--- config.mk ---
export PLATFORM = sky130hd
export DESIGN_NAME = qti_ram
export DESIGN_NICKNAME = d
export VERILOG_FILES = /design/src/quintic_trajectory_interpolator_defines.svh /design/src/qti_ram.sv
export SDC_FILE = /design/constraint.sdc
export NUM_CORES = 1
export LEC_CHECK = 0
export CORE_MARGIN = 8
export CORE_UTILIZATION = 30
export DETAILED_ROUTE_END_ITERATION = 12
export DONT_BUFFER_PORTS = 1
export PLACE_DENSITY = 0.49
export SLEW_MARGIN = 20
export SYNTH_ARGS = -nofsm -noshare
export SYNTH_HDL_FRONTEND = slang
export SYNTH_SLANG_ARGS = --single-unit
--- constraint.sdc ---
create_clock -name clk -period 17.2 [get_ports clk]
set_clock_uncertainty 0.1 [all_clocks]
set_input_delay 0 -clock clk [delete_from_list [all_inputs] [get_ports clk]]
set_output_delay 0 -clock clk [all_outputs]
set_load 0.1 [all_outputs]
--- src/quintic_trajectory_interpolator_defines.svh ---
// Assertion helpers for the block's top-level RTL file.
`ifndef QUINTIC_TRAJECTORY_INTERPOLATOR_DEFINES_SVH
`define QUINTIC_TRAJECTORY_INTERPOLATOR_DEFINES_SVH

// Condition that must hold at every clock edge outside reset.
`define QTI_ASSERT_ALWAYS(name, expr, msg) \
  name: assert property (@(posedge clk) disable iff (rst) (expr)) else $error(msg);

// Condition that must hold in the cycle after a trigger.
`define QTI_ASSERT_NEXT(name, trig, expr, msg) \
  name: assert property (@(posedge clk) disable iff (rst) (trig) |=> (expr)) else $error(msg);

`endif

--- src/qti_ram.sv ---
module qti_ram #(
  parameter int WIDTH = 120,
  parameter int DEPTH = 8,
  parameter int AW    = (DEPTH > 1) ? $clog2(DEPTH) : 1
) (
  input  logic             clk,
  input  logic             we,
  input  logic [AW-1:0]    waddr,
  input  logic [WIDTH-1:0] wdata,
  input  logic [AW-1:0]    raddr,
  output logic [WIDTH-1:0] rdata
);

  logic [WIDTH-1:0] mem [DEPTH];

  // One write port and one registered read port.
  always_ff @(posedge clk) begin
    if (we) begin
      mem[waddr] <= wdata;
    end
    rdata <= mem[raddr];
  end

endmodule

==> impl_metrics.json <==
{
  "min_delay_worst_endpoint": "mem[5][59]$_DFFE_PP_",
  "finalHoldViolCount": 0,
  "core-area_sq_um": 129300,
  "synthesis.nets": 1648,
  "grt_pass1_vias": 18503,
  "dieHeight_um": 376.7,
  "synth_top_cell_by_area": "edfxtp_1",
  "synthCells": 1520,
  "crit_arrival_ns": 3.34,
  "numCtsBuffers": 115,
  "setup_slack_ns": 14.09,
  "htree_levels": 3,
  "pin_count": 248,
  "finalWirelength_um": 85240,
  "dp_hpwl_um": 42970,
  "ys_seq_area_share_pct": 80.02,
  "final_area_sq_um": 47170,
  "r2r_cells": 4,
  "crit_path_start": "waddr[2]",
  "avgSynthCellArea_sq_um": 25.68,
  "synth.top_cell.area_share_pct": 73.87,
  "p_switching_w": 0.001411,
  "setup_viol": 0,
  "netSwitchingFraction_pct": 23.58,
  "fillerInstances": 11751,
  "clock_latency_ns": 0.71,
  "synth_area_sq_um": 39030,
  "leakage_nw": 15.22,
  "vias": 16547,
  "area_growth_pct": 20.87,
  "viasPerCell": 4.510,
  "post-route-period-util_pct": 18.08,
  "pwr-share-clk_pct": 41.5,
  "slew-limit-headroom_pct": 26.63,
  "ff2ff_setup_slack_ns": 14.80,
  "synth.area.top_cells": "edfxtp_1, mux4_2, mux4_1, dfxtp_1, mux2_2",
  "min_from": "waddr[0]",
  "most-common-layout-cells": "edfxtp_1, dlygate4sd3_1, mux4_2",
  "placed_cell_area_sq_um": 40830,
  "antenna_found_initial": 14,
  "routedWlPerCell_um": 23.23,
  "synth-seq-cells": 1080,
  "grt_pass1_wl_um": 124800,
  "cts_tree": "built",
  "crit_required_ns": 17.43,
  "drv_slew": 0,
  "drcViolationCount": 0,
  "initial_core_util_pct": 30.18,
  "dieWidth_um": 376.7,
  "drtPass1Iterations": 5,
  "maxCapViolCount": 0,
  "rsz0062_at_grt": "false",
  "yosysWarningCount": 0,
  "endpoint_kind": "flop",
  "drt_first_iter_violations": 845,
  "clk_pin_slew_ns": 0.06,
  "seqPwrFrac_pct": 53.8,
  "gp_congestion": 0.6611,
  "ant_nets": 0,
  "powerDensity_nw_per_um2": 126.9,
  "period_needed_ns": 3.109,
  "timing.rr.end": "rdata[21]$_DFF_P_",
  "nets": 1947,
  "hold_depth": 3,
  "cts.path.max_buffers": 3,
  "clock.fmax_ghz": 0.3216,
  "r2r-start": "mem[4][21]$_DFFE_PP_",
  "timing.setup.tns_ns": 0,
  "fin_util_pct": 36.48,
  "cts_setup_buffers": 0,
  "start_kind": "input port",
  "p_int_w": 0.004574,
  "dieArea_sq_um": 141900,
  "wl_met1_um": 36930,
  "dr_wl_met3_um": 4995,
  "hp-class": "input port to flop",
  "pre_cts_slack_ns": 13.85,
  "path_class": "input port to flop",
  "worst_slew_pin_slew_ns": 1.099,
  "status": "finished, final reports clean",
  "grt_usage_pct": 11.87,
  "wl_met2_um": 41720,
  "cts_root_buf": "clkbuf_16",
  "gr-total-overflow": 0,
  "row_count": 132,
  "ys_types": 14,
  "vdd_ir_drop_max_mv": 0.1084,
  "path_max_fanout": 52,
  "drive_gt1_share_pct": 24.66,
  "final_common_cell": "edfxtp_1",
  "grt_max_degree": 239,
  "clock_sinks": 1080,
  "dr.max_layer_used": "met5",
  "comb_power_share_pct": 4.7,
  "io_buffer_count": 0
}
[metrics by stage]
stage                     hold WS, ns  instances  power [W]
final                        0.008644       3669   0.005986
after CTS                    0.002595       3659   0.006084
after detailed placement   -0.0006892       3211   0.003447
after global placement     -0.0005308       3211   0.003443
after floorplan             -0.001131       1520   0.003425
after global routing          0.01036       3664   0.006195
[layer usage]
metal | track usage, % | vias up
met2 | 19.91 | 369
met5 | 0 | -
li1 | - | 7172
met4 | 3.045 | 8
met3 | 3.456 | 123
met1 | 15.11 | 8875
[sequential cells by signal, summed over array words and instances, names as in the netlist]
register  count
rdata       120
mem         960
[worst max path at each step]
stage,slack [ns],endpoint,cells after the start
after detailed placement,13.85,mem[0][0]$_DFFE_PP_,5
final,14.09,mem[0][9]$_DFFE_PP_,6
after CTS,14.04,mem[0][9]$_DFFE_PP_,6
after floorplan,8.06,mem[0][0]$_DFFE_PP_,1
after global routing,13.94,mem[0][9]$_DFFE_PP_,6
after global placement,13.87,mem[0][13]$_DFFE_PP_,5
[worst max-delay path, stage by stage]
cell,delay (ns)
dlygate4sd3_1,0.56
nand2b_1,0.32
nor3_2,0.19
buf_4,0.59
buf_4,0.83
buf_4,0.66
[synthesized netlist by cell type (all sizes together)]
library cell    n
buf            41
clkbuf         26
dfxtp         120
edfxtp        960
mux2          120
mux4          240
nand2           2
nand2b          3
nor2            6
nor3            2
[area by class of cell]
type	instances	area, sq um	share of cell area, %
flip-flops and latches	1080	31230	66.21
multi-input cells	373	7261	15.39
clock buffers	159	3248	6.886
repair buffers	249	2613	5.538
well taps	1742	2180	4.621
clock inverters	61	628.1	1.332
diodes	5	12.51	0.02652
[power by group through the flow]
stage	clock, W	combinational, W	sequential (W)
floorplan	0	0.000154	0.00327
CTS	0.00257	0.000292	0.00322
global placement	0	0.000170	0.00327
global route	0.00266	0.000305	0.00323
finish	0.00249	0.000282	0.00322
detailed placement	0	0.000170	0.00328
[logic make-up after synthesis]
family                 count (synthesis)  share of synthesized area [%]
and+or+nand+nor                       13                         0.1507
DFF                                 1080                          80.02
buffers and inverters                 67                          1.513
muxes                                360                          18.31
[repair_timing]
action | CTS | global route
resized for setup | 0 | 0
hold buffers | 228 | 1
hold endpoints to repair | 1290 | 12
No activity file was read; power rests on OpenSTA's default activity.
