[src/quintic_trajectory_interpolator_defines.svh]
// Assertion helpers for the block's top-level RTL file.
`ifndef QUINTIC_TRAJECTORY_INTERPOLATOR_DEFINES_SVH
`define QUINTIC_TRAJECTORY_INTERPOLATOR_DEFINES_SVH

// Condition that must hold at every clock edge outside reset.
`define QTI_ASSERT_ALWAYS(name, expr, msg) \
  name: assert property (@(posedge clk) disable iff (rst) (expr)) else $error(msg);

// Condition that must hold in the cycle after a trigger.
`define QTI_ASSERT_NEXT(name, trig, expr, msg) \
  name: assert property (@(posedge clk) disable iff (rst) (trig) |=> (expr)) else $error(msg);

`endif

[src/qti_pkg.sv]
package qti_pkg;

  // Request kinds.
  localparam logic REQ_SETUP = 1'b0;
  localparam logic REQ_EVAL  = 1'b1;

  // Result status codes.
  localparam logic [1:0] STAT_NOT_ARMED = 2'd0;
  localparam logic [1:0] STAT_MOVING    = 2'd1;
  localparam logic [1:0] STAT_FINISHED  = 2'd2;
  localparam logic [1:0] STAT_SETUP     = 2'd3;

  // Width of the serial divider's quotient, remainder and divisor.
  localparam int DIV_W = 48;

  typedef struct packed {
    logic               req_type;
    logic [2:0]         joint;
    logic signed [31:0] start_pos;
    logic signed [31:0] target_pos;
    logic [31:0]        start_tick;
    logic [23:0]        move_ticks;
    logic [31:0]        now_tick;
  } req_t;

  typedef struct packed {
    logic signed [31:0] position;
    logic signed [47:0] velocity;
    logic signed [47:0] acceleration;
    logic [1:0]         status;
  } rsp_t;

  // One joint's stored move.
  typedef struct packed {
    logic signed [31:0] origin_pos;
    logic signed [31:0] goal_pos;
    logic [31:0]        begin_tick;
    logic [23:0]        span_ticks;
  } entry_t;

  typedef enum logic [2:0] {
    S_IDLE,
    S_LOOKUP,
    S_TAU,
    S_MUL,
    S_VDIV,
    S_ADIV,
    S_DONE
  } state_t;

  // Steps of the shared multiplier sequence.
  typedef enum logic [3:0] {
    M_TT,
    M_UU,
    M_TU,
    M_T3,
    M_V0,
    M_A0,
    M_SF,
    M_SQ,
    M_POS,
    M_VEL,
    M_ACC,
    M_LAST
  } mstep_t;

  // Request to the serial divider.
  typedef struct packed {
    logic             start;
    logic [5:0]       steps;
    logic [DIV_W-1:0] rem_init;
    logic [DIV_W-1:0] num;
    logic [DIV_W-1:0] divisor;
  } div_req_t;

endpackage

[src/qti_div.sv]
module qti_div import qti_pkg::*; (
  input  logic             clk,
  input  logic             rst,
  input  div_req_t         req,
  output logic             done,
  output logic [DIV_W-1:0] quot
);

  logic [DIV_W-1:0] rem;
  logic [DIV_W-1:0] num;
  logic [DIV_W-1:0] divisor;
  logic [5:0]       cnt;
  logic             run;
  logic [DIV_W:0]   trial;
  logic [DIV_W:0]   diff;
  logic             ge;

  // One restoring step: bring down the next dividend bit and try the subtract.
  always_comb begin
    trial = {rem, num[DIV_W-1]};
    diff  = trial - {1'b0, divisor};
    ge    = (trial >= {1'b0, divisor});
  end

  // Step counter and completion pulse.
  always_ff @(posedge clk) begin
    if (rst) begin
      run  <= 1'b0;
      cnt  <= '0;
      done <= 1'b0;
    end else begin
      done <= 1'b0;
      if (req.start) begin
        run <= 1'b1;
        cnt <= req.steps;
      end else if (run) begin
        cnt <= cnt - 6'd1;
        if (cnt == 6'd1) begin
          run  <= 1'b0;
          done <= 1'b1;
        end
      end
    end
  end

  // Remainder, dividend and quotient shift registers.
  always_ff @(posedge clk) begin
    if (req.start) begin
      rem     <= req.rem_init;
      num     <= req.num;
      divisor <= req.divisor;
      quot    <= '0;
    end else if (run) begin
      rem  <= ge ? diff[DIV_W-1:0] : trial[DIV_W-1:0];
      num  <= {num[DIV_W-2:0], 1'b0};
      quot <= {quot[DIV_W-2:0], ge};
    end
  end

endmodule

[config.mk]
export PLATFORM = sky130hd
export DESIGN_NAME = qti_div
export DESIGN_NICKNAME = d
export VERILOG_FILES = /design/src/quintic_trajectory_interpolator_defines.svh /design/src/qti_pkg.sv /design/src/qti_div.sv
export SDC_FILE = /design/constraint.sdc
export NUM_CORES = 1
export LEC_CHECK = 0
export ABC_CLOCK_PERIOD_IN_PS = 10850
export BUFFER_PORTS_ARGS = -buffer_cell sky130_fd_sc_hd__buf_4
export CAP_MARGIN = 20
export CORE_UTILIZATION = 35
export CTS_CLUSTER_DIAMETER = 100
export CTS_CLUSTER_SIZE = 25
export DETAILED_ROUTE_END_ITERATION = 8
export GPL_TIMING_DRIVEN = 1
export SLEW_MARGIN = 10
export SYNTH_ARGS = -nofsm -noshare
export SYNTH_HDL_FRONTEND = slang
export SYNTH_SLANG_ARGS = --single-unit
[constraint.sdc]
create_clock -name clk -period 10.85 [get_ports clk]
set_input_delay 0.5425 -clock clk [delete_from_list [all_inputs] [get_ports clk]]
set_output_delay 0.5425 -clock clk [all_outputs]
set_load 0.1 [all_outputs]
==> impl_results.md <==
- Status: finished, final reports clean
- Max Slew Vio Count: 0
- Post-CTS setup buffers: 0
- Seq/Total Area, Yosys: 50.0%
- Core ar.: 30600 µm²
- Detailed-route via count: 8003
- Die height: 178 µm
- Critical Path RT: 11.05 ns
- Final setup violation count: 0
- PD cells: 216 nW/µm²
- Hold Crit Class: in2reg
- GPL Wtd Cong: 0.890
- Area Overhead vs Synth: 22.3%
- Pre-CTS setup slack: 6.39 ns
- CP Max Fanout: 47
- CP cell instances: ha_1 > nor2b_1 > o2111a_1 > o21ai_1 > a21oi_1 > nor4b_1 > nor3_1 > o21bai_1 > a311oi_4 > buf_4 > mux2_2 > mux2_2
- # hold bufs at CTS: 0
- Setup TNS: 0 ns
- Post-synthesis sequential element count: 200
- Crit path largest cell delay: 0.68 ns
- Final wirelength: 26200 µm
- Post-route setup slack: 6.42 ns
- Pwr Total: 2870 µW
- Clock latency on the worst-skew pair: 0.45 ns
- Leakage: 0.00563 µW
- Number of buffers and inverters on the critical path: 1
- Clock-pin slew on the worst setup and hold paths: 0.08 ns
- Global-route wire length before repair: 41200 µm
- Num CTS Buffers: 17
- Synthesized Nets: 1222
- RSZ-0062 raised after global routing: false
- Max_slew headroom: 34.7%
- Critical Path End Type: register
- Hold Fails Final Rpt: 0
- Grt total ovfl: 0
- # IOs: 202
- Max-cap violations: 0
- Maximum VDD drop: 0.131 mV
- Area after DPL: 12700 µm²
- Fin crit share: 40.9%
- Synth Flop Type: edfxtp_1
- Crit path DAT: 4.63 ns
- Std cell rows: 64
- Tot GR Track Use: 16.7%
- Max Clock Skew: 0.0199 ns
- Inserted Diodes: 0
- CP most frequent cell: mux2_2
- Number of port buffers: 201
- Routed len/inst: 16.4 µm
- Antenna violation net count after detailed routing: 0
- Starting Density: 35.6%
- DRC: 0
- Synth async-reset ratio: 0%
- DP Wirelength: 19000 µm
- Die ar.: 31800 µm²
- First DRT Iteration DRCs: 472
- Worst-margin pin slew: 0.980 ns
- Clock root cell: clkbuf_16
- Resized cells post-CTS: 0
- Largest net degree at the start of global routing: 112
- Die X: 178 µm
- WS Path Type: reg2reg
- Layout cell share with drive strength beyond 1: 25.5%
- TritonCTS clock tree: done
- Setup crit start kind: register
- Final layout net count: 1394
- Longest Clk Path Bufs: 2
- Delay-heaviest family, CP: compound AO/OA/AOI/OAI gates
- CTS Sinks: 200
- Max Freq: 225 MHz
- Final core utilization: 43.6%
- Synth unique cells: 62
- Min cycle time layout: 4.43 ns
- Max stage delay cell, worst path: buf_4
- Post-Syn Instances: 1018
- Cell Area, Synth: 10900 µm²
- Post-synth EDFFs: 144
- DR vias/cell: 5.01
- Syn_area_per_cell: 10.7 µm²
- Initial antenna violation count: 0
- First-pass DRT Iterations: 4
- Post-route cell area: 13300 µm²
- Htree depth: 4
- Number of global-route vias before repair: 7969
- Synthesis Warnings: 0
-- Yosys cell counts, drive strengths merged (4+ instances only) --
cell type | count | area share [%]
nand2 | 78 | 2.7
ha | 50 | 5.7
edfxtp | 144 | 40
mux2i | 80 | 7.4
nand3 | 8 | 0.37
o31ai | 4 | 0.28
o211ai | 5 | 0.34
nor2b | 8 | 0.46
a31oi | 5 | 0.29
nand4 | 12 | 0.69
and2 | 4 | 0.23
nor2 | 107 | 3.7
mux2 | 55 | 5.7
a211oi | 8 | 0.60
xor2 | 19 | 1.5
nor3 | 10 | 0.46
a21o | 22 | 1.5
o21bai | 7 | 0.48
xnor2 | 30 | 2.4
a221o | 7 | 0.64
inv | 61 | 2.1
a21oi | 64 | 2.9
nor3b | 5 | 0.34
dfxtp | 56 | 10
o221ai | 4 | 0.32
o21ai | 60 | 2.8
nand2b | 8 | 0.46
clkbuf | 31 | 1.1
buf | 22 | 1.0
-- cell families (layout without fill, tap and decap cells) --
family / Yosys count / after routing / synth area share (%)
adder cells (fa/ha/maj): 51 / 51 / 5.93
flip-flops: 200 / 200 / 50.0
XOR/XNOR: 49 / 49 / 3.94
buffers and inverters: 114 / 299 / 4.18
multiplexers: 135 / 135 / 13.1
AO/OA/AOI/OAI: 211 / 211 / 12.1
AND/OR/NAND/NOR: 258 / 258 / 10.8
-- per-stage QoR --
| stage | instances | hold WS [ns] |
|---|---|---|
| 2_1_floorplan | 1018 | 0.525 |
| 3_3_place_gp | 1567 | 0.478 |
| 3_5_place_dp | 1567 | 0.489 |
| 4_1_cts | 1599 | 0.236 |
| 5_1_grt | 1599 | 0.234 |
| 6_report | 1599 | 0.264 |
-- metal layers --
| layer | GRT usage, % | share of wire, % | vias up |
|---|---|---|---|
| li1 | - | - | 4013 |
| met1 | 21.0 | 45 | 3780 |
| met2 | 26.6 | 46 | 191 |
| met3 | 6.73 | 8.6 | 19 |
| met4 | 4.27 | 0.96 | 0 |
| met5 | 0 | 0 | - |
-- cells in the final DEF, fill, tap and decap left out, types with 4 or more instances in the layout --
cell type	netlist	final
inv_8	0	4
buf_4	5	205
inv_1	61	60
a21o_1	22	22
dfxtp_1	56	55
a31oi_1	5	5
clkbuf_16	0	18
o21bai_1	7	7
nand4_1	12	12
a211oi_1	7	7
nor2b_1	8	8
a21oi_1	64	64
xnor2_1	30	30
nand2b_1	8	8
a221o_1	7	7
mux2i_1	80	80
nand2_1	77	77
mux2_2	54	54
edfxtp_1	144	144
o221ai_1	4	4
nand3_1	8	8
nor2_1	107	107
nor3b_1	5	5
o211ai_1	5	5
o21ai_0	59	59
ha_1	50	50
xor2_1	19	19
nor3_1	10	10
o31ai_1	4	4
-- worst paths after layout --
| kind | startpoint | end | slack, ns | depth (start not counted) |
|---|---|---|---|---|
| max | rem[0] | rem[33] | 6.42 | 12 |
| min | req[41] | divisor[41] | 0.26 | 1 |
| max reg2reg | rem[0] | rem[33] | 6.42 | 12 |
| min reg2reg | quot[47] | quot[47] | 0.51 | 2 |
-- cell type report --
type,count,area [µm²]
fill,3016,17300
sequential,200,5450
multi-input combinational,704,5010
timing repair buffer,206,1550
tap,396,495
clock buffer,20,468
inverter,61,231
clock inverter,12,124
-- sequential cells by signal, summed over array words and instances, names as in the netlist --
register	cells
cnt	6
rem	48
run	1
quot	48
num	48
divisor	48
done	1
-- power by group --
group	leakage, µW	switching, µW	internal, µW
Combinational	0.00343	684	536
Clock	0.000299	308	334
Sequential	0.00190	50.6	963
Note: power is estimated with default switching activity, not from simulation.
